===== config.mk =====
export PLATFORM = sky130hd
export DESIGN_NAME = triple_ff_terminated_deframer
export DESIGN_NICKNAME = d
export VERILOG_FILES = /design/src/hdl/tfd_pkg.sv /design/src/hdl/tfd_ram.sv /design/src/hdl/tfd_ctrl.sv /design/src/hdl/tfd_dp.sv /design/src/hdl/triple_ff_terminated_deframer.sv
export SDC_FILE = /design/constraint.sdc
export NUM_CORES = 1
export LEC_CHECK = 0
export BUFFER_PORTS_ARGS = -buffer_cell sky130_fd_sc_hd__clkbuf_2
export CAP_MARGIN = 40
export CELL_PAD_IN_SITES_DETAIL_PLACEMENT = 1
export CELL_PAD_IN_SITES_GLOBAL_PLACEMENT = 2
export CORE_ASPECT_RATIO = 1.25
export CORE_MARGIN = 5
export CORE_UTILIZATION = 40
export DETAILED_ROUTE_END_ITERATION = 6
export PLACE_DENSITY_LB_ADDON = 0.1
export SLEW_MARGIN = 5
export SYNTH_ARGS = -nofsm -noshare
export SYNTH_HDL_FRONTEND = slang
export SYNTH_SLANG_ARGS = --single-unit
export TNS_END_PERCENT = 10

===== constraint.sdc =====
create_clock -name clk -period 4.36 [get_ports clk]
set_input_delay 0.436 -clock clk [delete_from_list [all_inputs] [get_ports clk]]
set_output_delay 0.436 -clock clk [all_outputs]
set_load 0.02 [all_outputs]

===== src/hdl/tfd_pkg.sv =====
// Shared constants and handshake types for the triple-0xFF deframer.
// No dependencies; imported by the controller, the datapath and the top level.
`default_nettype none

package tfd_pkg;

  // Result status codes.
  localparam logic [1:0] ST_BYTE      = 2'd0;
  localparam logic [1:0] ST_EMPTY     = 2'd1;
  localparam logic [1:0] ST_NOCONTENT = 2'd2;
  localparam logic [1:0] ST_TIMEOUT   = 2'd3;

  // Input kinds.
  localparam logic KIND_BYTE = 1'b0;
  localparam logic KIND_TICK = 1'b1;

  localparam logic [7:0]  TERM_BYTE     = 8'hFF;
  localparam logic [1:0]  RUN_TO_CLOSE  = 2'd3;
  localparam logic [15:0] ELAPSED_MAX   = 16'hFFFF;
  localparam logic [15:0] TIMEOUT_RESET = 16'd100;

  // Register index of the timeout limit.
  localparam logic REG_TIMEOUT = 1'b0;

  typedef struct packed {
    logic take;       // input word accepted this cycle
    logic load_byte;  // move the stored byte just read into the output register
  } tfd_cmd_t;

  typedef struct packed {
    logic stream;     // the offered word closes a frame that has bytes to emit
    logic out_valid;  // output register holds a result
    logic out_last;   // output register holds the final byte of an event or a single result
  } tfd_sts_t;

endpackage

`default_nettype wire


===== src/hdl/tfd_ram.sv =====
// Generic single-write, single-read RAM with registered read data.
// No dependencies.
`default_nettype none

module tfd_ram #(
  parameter int WIDTH = 8,
  parameter int DEPTH = 64
) (
  input  wire logic                     clk,
  input  wire logic                     we,
  input  wire logic [$clog2(DEPTH)-1:0] waddr,
  input  wire logic [WIDTH-1:0]         wdata,
  input  wire logic [$clog2(DEPTH)-1:0] raddr,
  output logic      [WIDTH-1:0]         rdata_r
);

  logic [WIDTH-1:0] mem [DEPTH];

  always_ff @(posedge clk) begin
    if (we) begin
      mem[waddr] <= wdata;
    end
    rdata_r <= mem[raddr];
  end

endmodule

`default_nettype wire


===== src/hdl/tfd_ctrl.sv =====
// Sequencing state machine of the deframer: input acceptance and event read-out.
// Depends on tfd_pkg for the command and status structs.
`default_nettype none

module tfd_ctrl (
  input  wire logic              clk,
  input  wire logic              rst_n,
  input  wire logic              in_valid,
  output logic                   in_ready,
  input  wire logic              out_ready,
  input  wire tfd_pkg::tfd_sts_t sts,
  output tfd_pkg::tfd_cmd_t      cmd
);

  import tfd_pkg::*;

  localparam logic [1:0] S_IDLE = 2'd0;
  localparam logic [1:0] S_RD   = 2'd1;
  localparam logic [1:0] S_LD   = 2'd2;
  localparam logic [1:0] S_OUT  = 2'd3;

  logic [1:0] state_r;
  logic [1:0] state_nxt;

  // A new word may enter while a single result is being taken at the same edge.
  assign in_ready = (state_r == S_IDLE) && (!sts.out_valid || out_ready);

  always_comb begin
    cmd.take      = in_valid && in_ready;
    cmd.load_byte = 1'b0;
    state_nxt     = state_r;
    unique case (state_r)
      S_IDLE: begin
        if (cmd.take && sts.stream) begin
          state_nxt = S_RD;
        end
      end
      S_RD: begin
        state_nxt = S_LD;
      end
      S_LD: begin
        cmd.load_byte = 1'b1;
        state_nxt     = S_OUT;
      end
      S_OUT: begin
        if (out_ready) begin
          state_nxt = sts.out_last ? S_IDLE : S_RD;
        end
      end
      default: begin
        state_nxt = S_IDLE;
      end
    endcase
  end

  always_ff @(posedge clk) begin
    if (!rst_n) begin
      state_r <= S_IDLE;
    end else begin
      state_r <= state_nxt;
    end
  end

`ifndef SYNTHESIS
  a_ready_only_idle: assert property (@(posedge clk) disable iff (!rst_n)
    in_ready |-> (state_r == S_IDLE))
    else $error("input ready outside the idle state");

  a_rd_out_empty: assert property (@(posedge clk) disable iff (!rst_n)
    (state_r == S_RD) |-> !sts.out_valid)
    else $error("memory read issued while the output register is full");

  a_stream_starts: assert property (@(posedge clk) disable iff (!rst_n)
    (cmd.take && sts.stream) |=> (state_r == S_RD))
    else $error("closing word with content did not start the read-out");

  a_load_fills_out: assert property (@(posedge clk) disable iff (!rst_n)
    (state_r == S_LD) |=> sts.out_valid)
    else $error("byte load did not fill the output register");
`endif

endmodule

`default_nettype wire


===== src/hdl/tfd_dp.sv =====
// Datapath of the deframer: frame counters, timeout, event length and output register.
// Depends on tfd_pkg; drives the write and read ports of the frame store RAM.
`default_nettype none

module tfd_dp #(
  parameter int STORE_DEPTH = 64
) (
  input  wire logic                           clk,
  input  wire logic                           rst_n,
  input  wire tfd_pkg::tfd_cmd_t              cmd,
  output tfd_pkg::tfd_sts_t                   sts,
  input  wire logic                           in_kind,
  input  wire logic [7:0]                     in_rx_byte,
  input  wire logic [15:0]                    timeout_ticks,
  output logic                                out_valid,
  input  wire logic                           out_ready,
  output logic [1:0]                          out_status,
  output logic [7:0]                          out_event_byte,
  output logic                                out_last,
  output logic                                ram_we,
  output logic [$clog2(STORE_DEPTH)-1:0]      ram_waddr,
  output logic [7:0]                          ram_wdata,
  output logic [$clog2(STORE_DEPTH)-1:0]      ram_raddr,
  input  wire logic [7:0]                     ram_rdata
);

  import tfd_pkg::*;

  localparam int AW = $clog2(STORE_DEPTH);
  localparam logic [AW-1:0] FILL_MAX = AW'(STORE_DEPTH - 1);

  logic          open_r;
  logic [AW-1:0] fill_r;
  logic [1:0]    run_r;
  logic [15:0]   elapsed_r;
  logic [AW-1:0] len_r;      // bytes before the first zero of the frame
  logic          zseen_r;    // a zero byte has been stored in this frame
  logic [AW-1:0] rd_idx_r;
  logic          out_valid_r;
  logic [1:0]    out_status_r;
  logic [7:0]    out_byte_r;
  logic          out_last_r;

  logic          is_tick;
  logic          is_term;
  logic [1:0]    run_inc;
  logic [15:0]   elapsed_inc;
  logic [AW-1:0] len_base;
  logic          zseen_base;
  logic          closing;
  logic          do_store;
  logic          abort;
  logic          single;
  logic [1:0]    single_code;

  always_comb begin
    is_tick     = (in_kind == KIND_TICK);
    is_term     = (in_rx_byte == TERM_BYTE);
    run_inc     = run_r + 2'd1;
    elapsed_inc = (elapsed_r != ELAPSED_MAX) ? (elapsed_r + 16'd1) : elapsed_r;
    // Length tracking restarts with the byte that opens a frame.
    len_base    = open_r ? len_r : '0;
    zseen_base  = open_r && zseen_r;
    closing     = !is_tick && is_term && (run_inc == RUN_TO_CLOSE);
    do_store    = !is_tick && !is_term && (fill_r < FILL_MAX);
    abort       = is_tick && open_r && (elapsed_inc >= timeout_ticks);
    single      = abort || (closing && ((fill_r == '0) || (len_base == '0)));
    if (abort) begin
      single_code = ST_TIMEOUT;
    end else if (fill_r == '0) begin
      single_code = ST_NOCONTENT;
    end else begin
      single_code = ST_EMPTY;
    end
  end

  assign sts.stream    = closing && (fill_r != '0) && (len_base != '0);
  assign sts.out_valid = out_valid_r;
  assign sts.out_last  = out_last_r;

  assign ram_we    = cmd.take && do_store;
  assign ram_waddr = fill_r;
  assign ram_wdata = in_rx_byte;
  assign ram_raddr = rd_idx_r;

  assign out_valid      = out_valid_r;
  assign out_status     = out_status_r;
  assign out_event_byte = out_byte_r;
  assign out_last       = out_last_r;

  // Frame state.
  always_ff @(posedge clk) begin
    if (!rst_n) begin
      open_r    <= 1'b0;
      fill_r    <= '0;
      run_r     <= '0;
      elapsed_r <= '0;
      len_r     <= '0;
      zseen_r   <= 1'b0;
      rd_idx_r  <= '0;
    end else if (cmd.take) begin
      if (is_tick) begin
        if (open_r) begin
          if (abort) begin
            open_r    <= 1'b0;
            fill_r    <= '0;
            run_r     <= '0;
            elapsed_r <= '0;
          end else begin
            elapsed_r <= elapsed_inc;
          end
        end
      end else if (closing) begin
        // The length is kept: the read-out that follows needs it.
        open_r    <= 1'b0;
        fill_r    <= '0;
        run_r     <= '0;
        elapsed_r <= '0;
        len_r     <= len_base;
        rd_idx_r  <= '0;
      end else begin
        open_r  <= 1'b1;
        run_r   <= is_term ? run_inc : 2'd0;
        // Only non-zero bytes stored before the first zero count towards the event.
        len_r   <= (do_store && (in_rx_byte != 8'd0) && !zseen_base) ?
                   (len_base + AW'(1)) : len_base;
        zseen_r <= zseen_base || (do_store && (in_rx_byte == 8'd0));
        if (do_store) begin
          fill_r <= fill_r + AW'(1);
        end
      end
    end else if (cmd.load_byte) begin
      rd_idx_r <= rd_idx_r + AW'(1);
    end
  end

  // Output register.
  always_ff @(posedge clk) begin
    if (!rst_n) begin
      out_valid_r <= 1'b0;
    end else if ((cmd.take && single) || cmd.load_byte) begin
      out_valid_r <= 1'b1;
    end else if (out_ready) begin
      out_valid_r <= 1'b0;
    end
  end

  always_ff @(posedge clk) begin
    if (cmd.take && single) begin
      out_status_r <= single_code;
      out_byte_r   <= 8'd0;
      out_last_r   <= 1'b1;
    end else if (cmd.load_byte) begin
      out_status_r <= ST_BYTE;
      out_byte_r   <= ram_rdata;
      out_last_r   <= (({1'b0, rd_idx_r} + (AW + 1)'(1)) == {1'b0, len_r});
    end
  end

endmodule

`default_nettype wire


===== src/hdl/triple_ff_terminated_deframer.sv =====
// Top level of the triple-0xFF terminated deframer with its APB register port.
// Depends on tfd_pkg, tfd_ctrl, tfd_dp and tfd_ram.
//
// Usage:
//   Input channel (in_valid/in_ready): each word is a received byte
//   (in_kind = 0, value on in_rx_byte) or one timer tick (in_kind = 1).
//   Result channel (out_valid/out_ready): out_status, out_event_byte, out_last.
//   A word that gives a single result (timeout, empty event, terminator with
//   nothing stored) shows it in the cycle after acceptance. A word that closes a
//   frame with content starts a read-out of the frame store: each event byte
//   passes three steps (RAM address, registered read, output register), and
//   the read-out holds the block until the event's last byte is taken.
//   Other words give no result.
//   A word is taken while a finished result waits only if the receiver takes
//   that result at the same edge; during a read-out no word is taken, and a
//   stalled receiver simply holds the read-out on its current byte.
//   Reset (rst_n low, synchronous) closes any open frame, clears the counters,
//   empties the output register and sets timeout_ticks to 100. The frame store
//   needs no clearing; only bytes written in the current frame are read.
//   Register 0 at address 0: timeout_ticks[15:0]; write it only while idle.
`default_nettype none

module triple_ff_terminated_deframer #(
  parameter int STORE_DEPTH = 64
) (
  input  wire logic        clk,
  input  wire logic        rst_n,
  input  wire logic        in_valid,
  output logic             in_ready,
  input  wire logic        in_kind,
  input  wire logic [7:0]  in_rx_byte,
  output logic             out_valid,
  input  wire logic        out_ready,
  output logic [1:0]       out_status,
  output logic [7:0]       out_event_byte,
  output logic             out_last,
  input  wire logic        psel,
  input  wire logic        penable,
  input  wire logic        pwrite,
  input  wire logic [2:0]  paddr,
  input  wire logic [31:0] pwdata,
  output logic [31:0]      prdata,
  output logic             pready
);

  import tfd_pkg::*;

  localparam int AW = $clog2(STORE_DEPTH);

  tfd_cmd_t cmd;
  tfd_sts_t sts;

  logic [15:0]   timeout_r;
  logic          ram_we;
  logic [AW-1:0] ram_waddr;
  logic [7:0]    ram_wdata;
  logic [AW-1:0] ram_raddr;
  logic [7:0]    ram_rdata;

  assign pready = 1'b1;
  assign prdata = (paddr[2] == REG_TIMEOUT) ? {16'd0, timeout_r} : 32'd0;

  always_ff @(posedge clk) begin
    if (!rst_n) begin
      timeout_r <= TIMEOUT_RESET;
    end else if (psel && penable && pwrite && pready && (paddr[2] == REG_TIMEOUT)) begin
      timeout_r <= pwdata[15:0];
    end
  end

  tfd_ctrl u_ctrl (
    .clk       (clk),
    .rst_n     (rst_n),
    .in_valid  (in_valid),
    .in_ready  (in_ready),
    .out_ready (out_ready),
    .sts       (sts),
    .cmd       (cmd)
  );

  tfd_dp #(
    .STORE_DEPTH (STORE_DEPTH)
  ) u_dp (
    .clk            (clk),
    .rst_n          (rst_n),
    .cmd            (cmd),
    .sts            (sts),
    .in_kind        (in_kind),
    .in_rx_byte     (in_rx_byte),
    .timeout_ticks  (timeout_r),
    .out_valid      (out_valid),
    .out_ready      (out_ready),
    .out_status     (out_status),
    .out_event_byte (out_event_byte),
    .out_last       (out_last),
    .ram_we         (ram_we),
    .ram_waddr      (ram_waddr),
    .ram_wdata      (ram_wdata),
    .ram_raddr      (ram_raddr),
    .ram_rdata      (ram_rdata)
  );

  tfd_ram #(
    .WIDTH (8),
    .DEPTH (STORE_DEPTH)
  ) u_store (
    .clk     (clk),
    .we      (ram_we),
    .waddr   (ram_waddr),
    .wdata   (ram_wdata),
    .raddr   (ram_raddr),
    .rdata_r (ram_rdata)
  );

endmodule

`default_nettype wire


==> Yosys cells after proc, flatten, opt, wreduce, memory -nomap -nowiden <==
Memory sizes are Yosys's and may differ from the RTL's. A register that Yosys moved wholly into a read port is not among the register bits.
Index checks and enable logic that the tools add are counted.
{ "totals": {"elab_cells": 127, "ff_bits": 68, "inputBits": 51, "ramBits": 512, "memories": 1, "output_inout_bits": 46} }
{ "mem_list": {"columns": ["memory", "depth", "width", "read_ports", "rd_clocked_by_memory_dff", "wr", "line", "source"], "rows": [
  ["u_store.mem", 64, 8, 1, 1, 1, "tfd_ram.sv:17", "logic [WIDTH-1:0] mem [DEPTH];"]
]} }
{ "op_classes": {"bitwise_logic": 3, "n_lt_le_gt_ge": 2, "reduce_logical": 49, "eq_ne": 13, "muxes": 40, "add_sub_neg": 6} }
{ "ops": {"columns": ["operator", "count"], "rows": [
  ["16-bit 2-to-1 mux", 6],
  ["6-bit 2-to-1 mux", 12],
  ["2-bit 2-to-1 mux", 11],
  ["1-bit logical AND", 21],
  ["6-bit by 1-bit adder with 6-bit output, second input constant", 3],
  ["16-bit by 1-bit adder with 16-bit output, second input constant", 1],
  ["16-bit greater-or-equal comparator", 1],
  ["16-bit != test, second input constant", 1],
  ["6-bit logical NOT", 2],
  ["3-bit AND reduction", 4],
  ["6-bit nonzero test", 2],
  ["1-bit 2-to-1 mux", 10],
  ["8-bit == test, second input constant", 1],
  ["8-bit logical NOT", 1],
  ["2-bit != test, second input constant", 4],
  ["2-bit one-hot mux with 4 select lines", 1],
  ["2-bit nonzero test", 4],
  ["8-bit nonzero test", 1],
  ["6-bit by 1-bit adder with 7-bit output, second input constant", 1],
  ["7-bit by 6-bit == test with 1-bit output", 1],
  ["2-bit == test, second input constant", 3],
  ["6-bit less-than comparator, second input constant", 1],
  ["1-bit logical OR", 5],
  ["1-bit logical NOT", 4],
  ["other kinds (8)", 12]
]} }

==> Logic depth before layout (Yosys ltp) <==
{ "logic_depth": {"depth_word": 8, "mapped_depth": 14, "mapped_depth_nobuf": 13} }

==> Hierarchy <==
From an unflattened synthesis, not the netlist that was laid out.
{ "unflattened": {"cells_unflattened": 1497, "hier_area_um2": 24823.8} }
{ "modules_own_cells": {"columns": ["module", "cells_each", "area_per_inst_um2", "instances", "seq_area_each_um2"], "rows": [
  ["tfd_ram", 940, 20166.8, 1, 15534.9],
  ["tfd_dp", 426, 3513.4, 1, 1021.0],
  ["triple_ff_terminated_deframer", 106, 922.1, 1, 320.3],
  ["tfd_ctrl", 25, 221.5, 1, 40.0]
]} }

==> Worst setup path after synthesis <==
No wires, ideal clock.
{ "synth_timing": {"path_kind": "reg-to-reg", "start": "register u_dp.elapsed_r[0]", "end": "register u_dp.run_r[0]", "required_time_ns": 4.235, "path_buffers": 1, "slack_ns": 0.910, "t_arrival_ns": 3.325, "synth_period_minus_slack_ns": 3.450, "setup_time_ns": 0.125, "path_stages_with_launch": 14, "cell_sequence": "dfxtp_1 -> ha_1 -> nand2_1 -> nor2_1 -> and4_1 -> mux2_2 -> ha_1 -> nand4_1 -> or3_1 -> o311ai_1 -> o32ai_4 -> buf_2 -> o211ai_1 -> o31ai_1"} }
{ "synth_between": {"elab_chain_cells": 6, "elab_cells_between_ends": 7, "cone_classes": "1 x add/sub; 1 x order compare; 2 x eq/ne; 1 x mux; 2 x reduce/logical"} }
{ "synth_lines": {"columns": ["element", "line", "source"], "rows": [
  ["from (decl)", "tfd_dp.sv:35", "logic [15:0] elapsed_r;"],
  ["from (signal assigned)", "tfd_dp.sv:110", "elapsed_r <= elapsed_inc;"],
  ["16-bit by 1-bit adder with 16-bit output or 16-bit != test (tied branches)", "tfd_dp.sv:60", "elapsed_inc = (elapsed_r != ELAPSED_MAX) ? (elapsed_r + 16'd1) : elapsed_r;"],
  ["16-bit 2-to-1 mux *", "tfd_dp.sv:60", null],
  ["16-bit greater-or-equal comparator *", "tfd_dp.sv:66", "abort = is_tick && open_r && (elapsed_inc >= timeout_ticks);"],
  ["1-bit logical AND *", "tfd_dp.sv:66", null],
  ["2-bit by 1-bit != test with 1-bit output (no source line) *", null, null],
  ["3-bit AND reduction (no source line) *", null, null],
  ["to (signal assigned)", "tfd_dp.sv:123", "run_r <= is_term ? run_inc : 2'd0;"],
  ["to (decl)", "tfd_dp.sv:34", "logic [1:0] run_r;"]
]} }
Every way passes the cells marked *; elsewhere a longest branch is shown, timed or not.
A chain may end at the register's enable or synchronous reset.

==> Worst setup path after layout <==
{ "layout_timing": {"start": "register u_dp.elapsed_r[3]", "end": "register u_dp.elapsed_r[7]"} }
{ "layout_between": {"elab_chain_cells": 7, "elab_cells_between_ends": 8, "cone_classes": "1 x add/sub; 1 x order compare; 1 x eq/ne; 4 x mux; 1 x reduce/logical"} }
{ "layout_lines": {"columns": ["element", "line", "source"], "rows": [
  ["16-bit by 1-bit adder with 16-bit output or 16-bit != test (tied branches)", "tfd_dp.sv:60", null],
  ["16-bit 2-to-1 mux *", "tfd_dp.sv:60", null],
  ["16-bit greater-or-equal comparator", "tfd_dp.sv:66", null],
  ["1-bit logical AND", "tfd_dp.sv:66", null],
  ["16-bit 2-to-1 mux *", "tfd_dp.sv:104", "if (abort) begin"],
  ["16-bit 2-to-1 mux *", "tfd_dp.sv:103", "if (open_r) begin"],
  ["16-bit 2-to-1 mux *", "tfd_dp.sv:102", "if (is_tick) begin"]
]} }
Every way passes the cells marked *; elsewhere a longest branch is shown, timed or not. The select of a mux whose other input is x is not followed.

==> results by group <==
Run status
  – Outcome: finished clean

Worst setup path
  – Crit end category: flop
  – Kind of critical path: reg2reg
  – Startpoint Class: flop
  – Critical-path top delay cell: a211oi_1
  – CP Max Fanout: 11
  – Max incr delay on CP: 0.62 ns
  – Worst Path Arrival: 4.46 ns
  – Crit path cell chain: nand4_1, a211oi_1, and3_1, xor2_1, ha_1, a21oi_1, nor3_1, or3_1, o32ai_4, buf_12, nand4b_1, a31oi_1
  – Crit path required time: 4.90 ns

Timing
  – Least-Margin Pin Slew: 0.8999 ns
  – Slew Viols, Final: 0
  – Setup ws final: 0.4347 ns
  – Max Fclk: 254.8 MHz
  – Setup violators final: 0
  – RSZ-0062 raised after global routing: false
  – Post-layout minimum cycle time: 3.925 ns
  – Final Skew: 0.01796 ns
  – TNS Setup: 0 ns
  – Fin crit share: 0.9003
  – Fin. Hold Viols: 0
  – Slew HR: 0.3992

Finish
  – Antenna cells: 0
  – Layout cells sized above 1: 0.2622
  – Layout area overhead: 15.38%
  – Nets: 1629

Clock tree
  – CTS tree: yes
  – CTS H-tree lvls: 2
  – Clk root buf: clkbuf_16
  – # clock sinks: 588
  – Number of CTS-inserted buffers: 60
  – Post-CTS Setup Repair Bufs: 0
  – Clock slew at reported path FFs: 0.06 ns
  – Clk buf depth: 3
  – Worst-Skew Late Latency: 0.63 ns

Routing
  – # DRC: 0
  – Antenna Nets Post-Route: 0
  – DRT Pass-1 Iters: 5
  – DRT Wirelength: 61180 microns
  – DRT iter0 DRCs: 883
  – Via density: 5.414
  – Wire per inst: 25.85 microns
  – DR vias: 12810

Yosys
  – Mapped Avg Cell Area: 17.17 sq um
  – Number of synthesized flops with an enable pin: 514
  – Asr flop ratio synth: 0
  – Post-Synth Simple-Gate Area: 0.06304
  – Syn Std Cell Area: 0.02418 sq mm
  – Seq cells post-synth: 588
  – Sequential share of the synthesized area: 0.6997
  – Mux cell area share after synthesis: 0.1542
  – Synth unique cells: 62
  – Top FF cell, synth: edfxtp_1
  – Synth warnings: 0
  – Synthesized netlist cell count: 1408
  – Synth Area in Compound Gates: 0.03442
  – Synth Area in Adders: 0.01397
  – Synth Area in XOR/XNOR: 0.008695
  – Main combinational cell family by area after synthesis: multiplexers

Power and ir drop
  – Pwr Total: 11.54 mW
  – VDD IR max: 0.0003112 V
  – Cell area power density: 413.6 mW/mm^2
  – LEAKAGE: 8.996 nW

Run
  – MaxCap Viol Count: 0

Floorplanning
  – Starting density of the core: 0.4051
  – I/O pin cnt: 97
  – Core Region: 0.05968 sq mm
  – Die Width: 229.9 microns
  – Die height: 284.9 microns
  – FP Rows: 100
  – Die area: 0.06549 sq mm

Global routing
  – Antenna violations before repair: 0
  – GR Overflow Total: 0
  – First-pass GRT wire length: 91230 microns
  – Largest net degree at the start of global routing: 67
  – Tot GR Track Use: 0.1863
  – Vias in the first global route: 13990

Placement
  – Port bufs: 61
  – Dpl ws: 0.4052 ns
  – DP HPWL: 40910 microns
  – Routability cong.: 0.7792

Worst hold path
  – Type of the most critical hold path: in2reg
## cell usage after synthesis (7+ instances only)
cell	number	share of area
edfxtp_1	514	0.64
buf_1	12	0.0019
xor2_1	10	0.0036
a221o_1	8	0.0033
nand2_1	96	0.015
and3_1	8	0.0021
nor2_1	118	0.018
buf_6	7	0.0033
inv_1	36	0.0056
nand4b_1	9	0.0033
a22oi_1	8	0.0025
nand4_1	9	0.0023
nand3_1	32	0.0066
mux4_2	152	0.14
nand3b_1	7	0.0022
a21oi_1	50	0.010
o21ai_0	21	0.0043
mux2i_1	26	0.011
buf_4	18	0.0056
dfxtp_1	74	0.061
a31oi_1	14	0.0036
buf_2	12	0.0025
xnor2_1	14	0.0051
o211ai_1	7	0.0022
ha_1	27	0.014
or3_1	7	0.0018
clkbuf_1	42	0.0065
## logic make-up (layout without fill, tap and decap cells)
family                   after synthesis  count (layout)
AO/OA/AOI/OAI                        129             129
XOR/XNOR                              24              24
adder cells (fa/ha/maj)               27              27
buffers and inverters                129             308
flip-flops                           588             588
multiplexers                         182             182
other                                  2              17
AND/OR/NAND/NOR                      327             327
## metal layers
metal,part of all wire,global-route usage,vias up
met3,0.045,0.03334,90
li1,-,-,5815
met5,0,0,-
met4,0.031,0.05681,0
met2,0.52,0.3296,251
met1,0.40,0.2346,6658
## final timing paths
path	startpoint	to	slack (ns)	cells past startpoint
setup / recovery	u_dp.elapsed_r[3]$_SDFFE_PN0P_	u_dp.elapsed_r[7]$_SDFFE_PN0P_	0.43	12
hold / removal	pwdata[11]	timeout_r[11]$_SDFFE_PN0P_	0.05	3
setup reg to reg	u_dp.elapsed_r[3]$_SDFFE_PN0P_	u_dp.elapsed_r[7]$_SDFFE_PN0P_	0.43	12
hold reg to reg	timeout_r[8]$_SDFFE_PN0P_	timeout_r[8]$_SDFFE_PN0P_	0.46	2
## per-stage QoR
stage / hold WS (ns) / std cells / utilization / cell area [sq um]
2_1_floorplan: 0.4363 / 1423 / - / 24230
3_3_place_gp: 0.4427 / 2248 / 0.4323 / 25800
3_5_place_dp: 0.4494 / 2252 / 0.4335 / 25870
4_1_cts: 0.0002975 / 2367 / 0.4674 / 27890
5_1_grt: 0.01741 / 2367 / 0.4674 / 27890
6_report: 0.04635 / 2367 / 0.4674 / 27890
## final cells by class
type | count | area, sq um
Clock inverter | 30 | 294.0
Fill cell | 5689 | 31790
Sequential cell | 588 | 16930
Tap cell | 765 | 957.2
Multi-Input combinational cell | 706 | 6703
Inverter | 38 | 142.6
Timing Repair Buffer | 157 | 1164
Clock buffer | 83 | 1708
## worst max-delay path: cells and delay by family, from the launching register on
family	cells	cell delay, ns
compound gates	4	1.56
simple gates	5	1.19
flops	1	0.45
fa+ha+maj	1	0.26
buf+inv	1	0.20
xor+xnor	1	0.17
## layout by cell type (no fill, tap or decap), types with 17 or more instances in the layout
| cell type | count |
|---|---|
| nand2_1 | 96 |
| conb_1 | 17 |
| dfxtp_1 | 71 |
| mux4_2 | 152 |
| o21ai_0 | 21 |
| edfxtp_1 | 514 |
| a21oi_1 | 50 |
| clkbuf_16 | 60 |
| nand3_1 | 32 |
| clkbuf_2 | 61 |
| inv_1 | 36 |
| buf_4 | 84 |
| ha_1 | 27 |
| nor2_1 | 118 |
| mux2i_1 | 26 |
## what timing repair did
item                                    4_1_cts  5_1_grt
endpoints found under the hold margin         2        0
endpoints found under the setup margin        0        0
hold buffers                                  2        0
resized for setup                             0        0
## state kept, by name, summed over array words and instances, names as in the netlist, 2 cells and up
register and count:
timeout_r 16, u_dp.len_r 6, u_dp.elapsed_r 16, u_dp.out_event_byte 8, u_ctrl.state_r 2, u_dp.ram_waddr 6
u_dp.out_status 2, u_dp.ram_raddr 6, u_dp.run_r 2, u_store.mem 512, u_store.rdata_r 8
## where the power goes
group,internal (mW),leakage (nW),switching [mW],total (mW)
Sequential,6.13,5.23,0.0101,6.14
Combinational,0.0542,2.78,0.190,0.244
Clock,2.98,0.988,2.18,5.16
No activity file was read; power rests on OpenSTA's default activity.
